### src/design/ttrbc_pkg.sv
// Shared types and constants for the three-term recurrence byte checksum.
package ttrbc_pkg;

  localparam logic [8:0]  OFFSET      = 9'd7;
  localparam logic [7:0]  ALPHA_MUL   = 8'd17;
  localparam logic [7:0]  BETA_MUL    = 8'd31;
  localparam logic [16:0] MODULUS     = 17'd65535;
  localparam int          QUEUE_DEPTH = 2;
  localparam int          QUEUE_AW    = (QUEUE_DEPTH > 1) ? $clog2(QUEUE_DEPTH) : 1;
  localparam int          QUEUE_CW    = $clog2(QUEUE_DEPTH + 1);

  typedef struct packed {
    logic       first;
    logic       last;
    logic [8:0] addend;
    logic [7:0] beta;
  } ttrbc_entry_t;

endpackage

### src/design/ttrbc_front.sv
// Front end: accepts bytes, tracks the message position and precomputes coefficients.
module ttrbc_front (
  input  logic                    clk,
  input  logic                    rst,
  input  logic                    s_tvalid,
  output logic                    s_tready,
  input  logic [7:0]              s_tdata,   // data_byte[7:0]
  input  logic                    s_tlast,
  input  logic                    q_full,
  output logic                    q_push,
  output ttrbc_pkg::ttrbc_entry_t q_entry
);

  logic       at_start;
  logic [7:0] byte_position;
  logic [7:0] alpha;
  logic [7:0] beta;

  assign s_tready = !q_full;
  assign q_push   = s_tvalid && !q_full;

  assign alpha = 8'(byte_position * ttrbc_pkg::ALPHA_MUL);
  assign beta  = 8'(byte_position * ttrbc_pkg::BETA_MUL);

  always_comb begin
    q_entry.first = at_start;
    q_entry.last  = s_tlast;
    if (at_start) begin
      q_entry.addend = {1'b0, s_tdata} + ttrbc_pkg::OFFSET;
      q_entry.beta   = '0;
    end else begin
      q_entry.addend = {1'b0, s_tdata} + {1'b0, alpha};
      q_entry.beta   = beta;
    end
  end

  always_ff @(posedge clk) begin
    if (rst) begin
      at_start      <= 1'b1;
      byte_position <= '0;
    end else if (q_push) begin
      if (s_tlast) begin
        at_start      <= 1'b1;
        byte_position <= '0;
      end else begin
        at_start      <= 1'b0;
        byte_position <= at_start ? 8'd1 : byte_position + 8'd1;
      end
    end
  end

endmodule

### src/design/ttrbc_queue.sv
// Short queue of classified requests between the front and back ends.
module ttrbc_queue (
  input  logic                    clk,
  input  logic                    rst,
  input  logic                    push,
  input  ttrbc_pkg::ttrbc_entry_t push_entry,
  output logic                    full,
  input  logic                    pop,
  output logic                    not_empty,
  output ttrbc_pkg::ttrbc_entry_t head
);

  localparam int Depth = ttrbc_pkg::QUEUE_DEPTH;
  localparam int Aw    = ttrbc_pkg::QUEUE_AW;
  localparam int Cw    = ttrbc_pkg::QUEUE_CW;

  ttrbc_pkg::ttrbc_entry_t entries [Depth];
  logic [Aw-1:0] wr_ptr;
  logic [Aw-1:0] rd_ptr;
  logic [Cw-1:0] count;

  assign full      = (count == Cw'(Depth));
  assign not_empty = (count != '0);
  assign head      = entries[rd_ptr];

  always_ff @(posedge clk) begin
    if (push) begin
      entries[wr_ptr] <= push_entry;
    end
  end

  always_ff @(posedge clk) begin
    if (rst) begin
      wr_ptr <= '0;
      rd_ptr <= '0;
      count  <= '0;
    end else begin
      if (push) begin
        wr_ptr <= (wr_ptr == Aw'(Depth - 1)) ? '0 : wr_ptr + 1'b1;
      end
      if (pop) begin
        rd_ptr <= (rd_ptr == Aw'(Depth - 1)) ? '0 : rd_ptr + 1'b1;
      end
      if (push && !pop) begin
        count <= count + 1'b1;
      end else if (pop && !push) begin
        count <= count - 1'b1;
      end
    end
  end

`ifndef SYNTHESIS
  a_count_bound: assert property (@(posedge clk) disable iff (rst)
    count <= Cw'(Depth))
    else $error("queue count exceeds depth");

  a_no_pop_empty: assert property (@(posedge clk) disable iff (rst)
    pop |-> not_empty)
    else $error("pop from empty queue");

  a_push_grows: assert property (@(posedge clk) disable iff (rst)
    (push && !pop) |=> count == $past(count) + 1'b1)
    else $error("queue count did not grow on push");
`endif

endmodule

### src/design/ttrbc_back.sv
// Back end: runs the recurrence and holds the checksum in the output register.
module ttrbc_back (
  input  logic                    clk,
  input  logic                    rst,
  input  logic                    q_not_empty,
  input  ttrbc_pkg::ttrbc_entry_t q_head,
  output logic                    q_pop,
  output logic                    m_tvalid,
  input  logic                    m_tready,
  output logic [15:0]             m_tdata    // checksum[15:0]
);

  logic [15:0] term_cur;
  logic [15:0] term_prev;
  logic [24:0] prod_a;
  logic [24:0] prod_b;
  logic        no_wrap;
  logic [24:0] mag;
  logic [16:0] fold;
  logic [15:0] rem;
  logic [15:0] next_term;

  assign q_pop = q_not_empty && (!q_head.last || !m_tvalid || m_tready);

  always_comb begin
    prod_a  = 25'(q_head.addend) * 25'(term_cur);
    prod_b  = 25'(q_head.beta) * 25'(term_prev);
    no_wrap = (prod_a >= prod_b);
    mag     = no_wrap ? prod_a - prod_b : prod_b - prod_a;
    fold    = {8'd0, mag[24:16]} + {1'b0, mag[15:0]};
    rem     = (fold >= ttrbc_pkg::MODULUS) ? 16'(fold - ttrbc_pkg::MODULUS) : fold[15:0];
    // A wrapped 64-bit difference adds one modulo 65535.
    if (q_head.first) begin
      next_term = {7'd0, q_head.addend};
    end else if (no_wrap) begin
      next_term = rem;
    end else if (rem <= 16'd1) begin
      next_term = 16'd1 - rem;
    end else begin
      next_term = 16'(17'h10000 - {1'b0, rem});
    end
  end

  always_ff @(posedge clk) begin
    if (q_pop) begin
      term_cur  <= next_term;
      term_prev <= q_head.first ? 16'd1 : term_cur;
    end
    if (q_pop && q_head.last) begin
      m_tdata <= next_term;
    end
  end

  always_ff @(posedge clk) begin
    if (rst) begin
      m_tvalid <= 1'b0;
    end else if (q_pop && q_head.last) begin
      m_tvalid <= 1'b1;
    end else if (m_tready) begin
      m_tvalid <= 1'b0;
    end
  end

endmodule

### src/design/three_term_recurrence_byte_checksum.sv
// Top level of the three-term recurrence byte checksum.
//
//   Channel | Signals                          | Carries
//   s_      | s_tvalid s_tready s_tdata s_tlast | data_byte, last_byte as tlast
//   m_      | m_tvalid m_tready m_tdata         | checksum
//
// One byte is taken per cycle while the queue is not full; the back-end recurrence step is combinational.
// The back end registers a checksum when it pops the last byte from the queue and the output is free.
// Reset clears the message position and the queue; no clearing pass is needed.
// A stalled output holds the back end only when the next queued request is a last byte.
module three_term_recurrence_byte_checksum (
  input  logic        clk,
  input  logic        rst,
  input  logic        s_tvalid,
  output logic        s_tready,
  input  logic [7:0]  s_tdata,   // data_byte[7:0]
  input  logic        s_tlast,
  output logic        m_tvalid,
  input  logic        m_tready,
  output logic [15:0] m_tdata    // checksum[15:0]
);

  ttrbc_pkg::ttrbc_entry_t push_entry;
  ttrbc_pkg::ttrbc_entry_t head;
  logic                    push;
  logic                    full;
  logic                    pop;
  logic                    not_empty;

  ttrbc_front u_front (
    .clk      (clk),
    .rst      (rst),
    .s_tvalid (s_tvalid),
    .s_tready (s_tready),
    .s_tdata  (s_tdata),
    .s_tlast  (s_tlast),
    .q_full   (full),
    .q_push   (push),
    .q_entry  (push_entry)
  );

  ttrbc_queue u_queue (
    .clk        (clk),
    .rst        (rst),
    .push       (push),
    .push_entry (push_entry),
    .full       (full),
    .pop        (pop),
    .not_empty  (not_empty),
    .head       (head)
  );

  ttrbc_back u_back (
    .clk         (clk),
    .rst         (rst),
    .q_not_empty (not_empty),
    .q_head      (head),
    .q_pop       (pop),
    .m_tvalid    (m_tvalid),
    .m_tready    (m_tready),
    .m_tdata     (m_tdata)
  );

endmodule

### config.mk
export PLATFORM = sky130hd
export DESIGN_NAME = three_term_recurrence_byte_checksum
export DESIGN_NICKNAME = d
export VERILOG_FILES = /design/src/design/ttrbc_pkg.sv /design/src/design/ttrbc_front.sv /design/src/design/ttrbc_queue.sv /design/src/design/ttrbc_back.sv /design/src/design/three_term_recurrence_byte_checksum.sv
export SDC_FILE = /design/constraint.sdc
export NUM_CORES = 1
export LEC_CHECK = 0
export BUFFER_PORTS_ARGS = -buffer_cell sky130_fd_sc_hd__buf_2
export CAP_MARGIN = 0
export CORE_MARGIN = 2
export CORE_UTILIZATION = 57
export DETAILED_ROUTE_END_ITERATION = 7
export PLACE_DENSITY = 0.7
export SYNTH_ARGS = -nofsm -noshare
export SYNTH_HDL_FRONTEND = slang
export SYNTH_HIERARCHICAL = 1
export SYNTH_SLANG_ARGS = --single-unit
### constraint.sdc
create_clock -name clk -period 21.6 [get_ports clk]
set_clock_uncertainty 0.1 [all_clocks]
set_input_delay 1.08 -clock clk [delete_from_list [all_inputs] [get_ports clk]]
set_output_delay 1.08 -clock clk [all_outputs]
set_load 0.005 [all_outputs]
==> flow_summary.ini, run 1 <==
[die]
initial_core_util = 0.575
die_w_um = 179
io_pins = 31
dieArea_mm2 = 0.0321
core-area_mm2 = 0.0304
die_h_um = 179
rows = 64

[clock_network]
holdBufCountCts = 0
clk_latency_ns = 0.36
post_cts_buffers = 0
cts_buffers = 9
clk_path_buf_depth = 2
htree_levels = 3
cts_tree = done
cts_num_sinks = 101
cts_root_buf = clkbuf_16
clkTransAtPathRegs_ns = 0.08
cts.repair.resized = 0

[timing]
max_freq_ghz = 0.0648
hold_viol_final = 0
timing.final.max_slew_violations = 0
finalCritPeriodShare = 0.714
slew_headroom = 0.333
finalSetupViolCount = 0
setup_tns_ns = 0
rsz0062_at_grt = no
timing.final.ws_setup_ns = 6.18
finalCriticalPeriod_ns = 15.42
worstMarginPinSlew_ns = 0.992

[worst_setup_path]
start_kind = flip-flop
path_max_fanout = 25
r2r-end = u_back/term_cur[11]
cp_num_buf_inv = 4
path_delay_family = compound AO/OA/AOI/OAI gates
critPathRequiredTime_ns = 21.61
cp.arrival_ns = 15.43
end_kind = flip-flop
crit_cells = 60
path_common_cell = o21bai_1
critPathMaxStageDelay_ns = 0.87
r2r_cells = 60
worst_path_max_delay_cell = dfxtp_1
crit_type = flip-flop to flip-flop
timing.reg2reg.setup_slack_ns = 6.18

[finish]
regArea_mm2 = 0.00288
final_util = 0.599
synthToLayoutAreaGrowth_pct = 4.21
nets = 2306
fin_area_mm2 = 0.0182
multi_input_area_mm2 = 0.0133
drive_above_1_share = 0.0643
fill_cells = 2721

[synthesis]
synth-edff-count = 86
synth-seq-area-share = 0.165
synth_cell_types = 103
async_flop_share = 0
synth_ff_type = edfxtp_1
syn_area_per_cell_um2 = 9.03
synth_nets = 2321
netlist_area_mm2 = 0.0175
netlist_instances = 1938
ys_warn_count = 6
ys_seq_elements = 101

[grt]
antenna_found_initial = 1
grt_pass1_vias = 13568
grt.total_usage = 0.283
grt_pass1_wl_um = 70500
grt-ovfl-total = 0
grt_max_degree = 36

[placement]
gp_routability_congestion = 0.920
dpl.hpwl_um = 35000
placed_cell_area_mm2 = 0.0179
pre_cts_ws_ns = 6.41
placement.io_buffers = 30

[job]
drv_cap = 0

[routing]
ant_nets = 0
detail_route.wl_per_cell_um = 18.6
num_vias = 13504
via_per_inst = 5.81
first_pass_iters = 5
drt_iter0_markers = 1030
drcViolationCount = 0
routed_wl_um = 43200

[hold_path]
hold_class = flip-flop to flip-flop
hold_end = u_queue/count[1]
hp-start = u_queue/count[1]
holdPathStages = 2

[outcome]
status = complete, no violations
==> worst max path at each step <==
stage	startpoint	end	slack [ns]
CTS	flip-flop	u_back/term_cur[11]	6.34
detailed placement	flip-flop	u_back/m_tdata[11]	6.41
finish	flip-flop	u_back/term_cur[11]	6.18
global route	flip-flop	u_back/m_tdata[11]	5.03
global placement	flip-flop	u_back/m_tdata[5]	6.78
floorplan	flip-flop	u_back/m_tdata[5]	8.04
==> state kept, by name, indices dropped and copies added (netlist names), named ones only <==
signal                 count
u_back/term_prev          16
u_back/m_tvalid            1
u_queue/count              2
u_front/at_start           1
u_back/term_cur           16
u_queue/entries           38
u_front/byte_position      8
u_back/m_tdata            16
u_queue/rd_ptr             1
u_queue/wr_ptr             1
==> through the flow <==
step                      std cells  hold slack [ns]
final                          2325            0.395
after CTS                      2324            0.401
after detailed placement       2308            0.393
after floorplan                1938            0.356
after global routing           2324            0.481
after global placement         2308            0.376
==> cell families (layout without fill, tap and decap cells) <==
| logic type | Yosys count | after routing | share of synthesized area |
|---|---|---|---|
| AOI/OAI and AO/OA | 344 | 344 | 0.138 |
| DFF | 101 | 101 | 0.165 |
| adders and majority gates | 370 | 370 | 0.349 |
| other | 0 | 1 | 0 |
| muxes | 35 | 35 | 0.0224 |
| buffers and inverters | 342 | 332 | 0.0756 |
| and+or+nand+nor | 627 | 627 | 0.189 |
| xor gates and xnor gates | 119 | 119 | 0.0615 |
==> final cells by class <==
type | count | area share
multi-input combinational | 1495 | 0.730
sequential | 101 | 0.158
inverter | 279 | 0.0574
tap | 396 | 0.0272
clock buffer | 11 | 0.0133
timing repair buffer | 37 | 0.0111
clock inverter | 5 | 0.00302
antenna | 1 | 0.000137
==> metal layers <==
| metal | wire length (um) | global-route usage | vias up |
|---|---|---|---|
| li1 | - | - | 6385 |
| met1 | 19600 | 0.396 | 6660 |
| met2 | 19900 | 0.455 | 403 |
| met3 | 2650 | 0.0422 | 56 |
| met4 | 1060 | 0.0823 | 0 |
| met5 | 0 | 0 | - |
==> cell usage after synthesis, types with 34 or more instances <==
cell        n  share of area
and2_1    191          0.068
nor2b_1    34          0.012
xnor2_1    79          0.040
nand2_1   177          0.038
xor2_1     37          0.019
a21oi_1    97          0.028
a21o_1     39          0.017
ha_1      172           0.12
o21ai_0    45          0.013
fa_1      198           0.23
inv_1     278          0.060
nor2_1     86          0.018
edfxtp_1   86           0.15
clkbuf_1   49          0.011
==> placed cells by master, fill, tap and decap left out, types with 13 or more instances in the layout <==
cell        n
nor2_1     85
nor2b_1    34
edfxtp_1   86
nand2b_1   13
mux2i_1    13
and2_1    191
xor2_1     37
nand3_1    22
inv_1     278
mux2_2     20
a21o_1     39
or3_1      17
buf_2      30
o21ai_0    45
xnor2_1    79
o21bai_1   29
nand2_1   177
fa_1      198
a21oi_1    97
ha_1      172
nor3_1     31
dfxtp_1    15
==> worst reg2reg max path, delay by kind of cell (launching register included) <==
family                   cells  cell delay (ns)
adder cells (fa/ha/maj)      9             3.50
AND/OR/NAND/NOR             12             2.61
buffers and inverters        4             0.41
multiplexers                 2             0.70
flip-flops                   1             0.87
AO/OA/AOI/OAI               29             6.25
XOR/XNOR                     4             0.77
Power of run 1 is left out: the tool's default activity adds up to more than one toggle a clock period on the data nets, which glitch-free logic cannot reach.
==> inputs of run 2 (changes only) <==
Settings changed: PLACE_DENSITY 0.7 to 0.73.
Clock period 21.6 ns to 12.4 ns, I/O delays scaled along.
==> run 2 against run 1 <==
  * The run now ends with setup timing left
  * Critical endpoint is now u_back/m_tdata[15]
  * Clock-buffer cell count fell by 2
  * Die area did not move
  * Highest routed layer unchanged
  * Non-clock buffer count rose by 198
==> flow_summary.ini, run 2 (synthesis gave the netlist of run 1 again) <==
[outcome]
status = finished with violations
failed_checks = setup timing

[clock_network]
cts_buffers = 9
cts_tree = done
cts_root_buf = clkbuf_16
holdBufCountCts = 0
clk_latency_ns = 0.35
clk_path_buf_depth = 2
clkTransAtPathRegs_ns = 0.07
cts_num_sinks = 101
htree_levels = 3

[timing]
finalCritPeriodShare = 1.01
hold_viol_final = 0
rsz0062_at_grt = yes
slew_headroom = 0.309
timing.final.ws_setup_ns = -0.0984
finalSetupViolCount = 12
worstMarginPinSlew_ns = 1.03
finalCriticalPeriod_ns = 12.50
max_freq_ghz = 0.0800
timing.final.max_slew_violations = 0

[finish]
regMostFlops = u_queue/entries
diodes = 0
nets = 2504
fill_cells = 2475
fin_area_mm2 = 0.0204
synthToLayoutAreaGrowth_pct = 16.3
final_cell_mix = 273 x inv_1, 197 x buf_4, 195 x fa_1
layout_commonest_cell = inv_1
largest_register_ffs = 38
drive_above_1_share = 0.190

[worst_setup_path]
start_kind = flip-flop
crit_type = flip-flop to flip-flop
critPathRequiredTime_ns = 12.46
r2r_cells = 59
r2r-end = u_back/m_tdata[15]
cp_num_buf_inv = 5
cp.arrival_ns = 12.56
timing.reg2reg.setup_slack_ns = -0.1
end_kind = flip-flop
path_delay_family = compound AO/OA/AOI/OAI gates
path_max_fanout = 7
path_common_cell = a21oi_2
worst_path_max_delay_cell = fa_1
critPathMaxStageDelay_ns = 0.53

[routing]
via_per_inst = 5.75
top_layer = met4
met1_length_um = 20800
num_vias = 14487
first_pass_iters = 5
ant_nets = 0
drcViolationCount = 0
wl_met3_um = 2300
dr_wl_met2_um = 22000
detail_route.wl_per_cell_um = 18.3
drt_iter0_markers = 1013
routed_wl_um = 46100

[grt]
grt_pass1_wl_um = 75000
grt-ovfl-total = 0
grt.total_usage = 0.298
grt_pass1_vias = 14650
antenna_found_initial = 0
grt_max_degree = 35

[hold_path]
hold_class = flip-flop to flip-flop
holdPathStages = 2
hp-start = u_queue/rd_ptr

[die]
initial_core_util = 0.575
rows = 64
die_h_um = 179
core-area_mm2 = 0.0304
die_w_um = 179
io_pins = 31
dieArea_mm2 = 0.0321

[placement]
placement.io_buffers = 30
gp_routability_congestion = 0.944
placed_cell_area_mm2 = 0.0194
pre_cts_ws_ns = -0.481
dpl.hpwl_um = 37600

[job]
drv_cap = 0
run 2: worst register-to-register path, delay by kind of cell, from the launching register on:
kind / cells / cell delay (ns)
XOR/XNOR: 4 / 0.61
adder cells (fa/ha/maj): 9 / 3.22
buffers and inverters: 5 / 0.43
AO/OA/AOI/OAI: 29 / 5.27
flip-flops: 1 / 0.38
multiplexers: 3 / 0.70
AND/OR/NAND/NOR: 9 / 1.63
run 2: what timing repair did:
item / 4_1_cts / 5_1_grt
hold endpoints to repair: 0 / 0
buffers inserted: 9 / 21
pin swaps: 15 / 69
gates resized for setup: 27 / 62
endpoints found under the setup margin: 32 / 32
run 2: final cells by class:
class                           count  area, um^2  area share
Clock inverter                      6        81.3     0.00400
Tap cell                          396         495      0.0243
Multi-Input combinational cell   1495       13900       0.682
Sequential cell                   101        2890       0.142
Clock buffer                        9         225      0.0111
Inverter                          279        1050      0.0514
Timing Repair Buffer              235        1750      0.0857
run 2: worst max-delay path by stage:
stage | startpoint | endpoint | slack [ns] | cells after the start
floorplan | flip-flop | u_back/m_tdata[15] | 0.005 | 63
global placement | flip-flop | u_back/term_cur[9] | -0.30 | 58
detailed placement | flip-flop | u_back/m_tdata[9] | -0.48 | 55
CTS | flip-flop | u_back/m_tdata[15] | 0.004 | 58
global route | flip-flop | u_back/m_tdata[15] | -0.62 | 59
finish | flip-flop | u_back/m_tdata[15] | -0.1 | 59
run 2: metrics by stage:
step | cells | hold WS (ns) | setup TNS [ns] | utilization
detailed placement | 2478 | 0.407 | -6.21 | 0.638
global placement | 2478 | 0.374 | -0.855 | 0.638
finish | 2521 | 0.436 | -0.462 | 0.669
CTS | 2502 | 0.428 | 0 | 0.655
global route | 2521 | 0.459 | -16.59 | 0.669
floorplan | 1938 | 0.356 | 0 | -
run 2: routing by layer:
| metal | global-route usage | up-vias |
|---|---|---|
| li1 | - | 6780 |
| met3 | 0.0259 | 70 |
| met2 | 0.493 | 415 |
| met1 | 0.422 | 7222 |
| met5 | 0 | - |
| met4 | 0.0756 | 0 |
Power of run 2 is left out for the same reason.
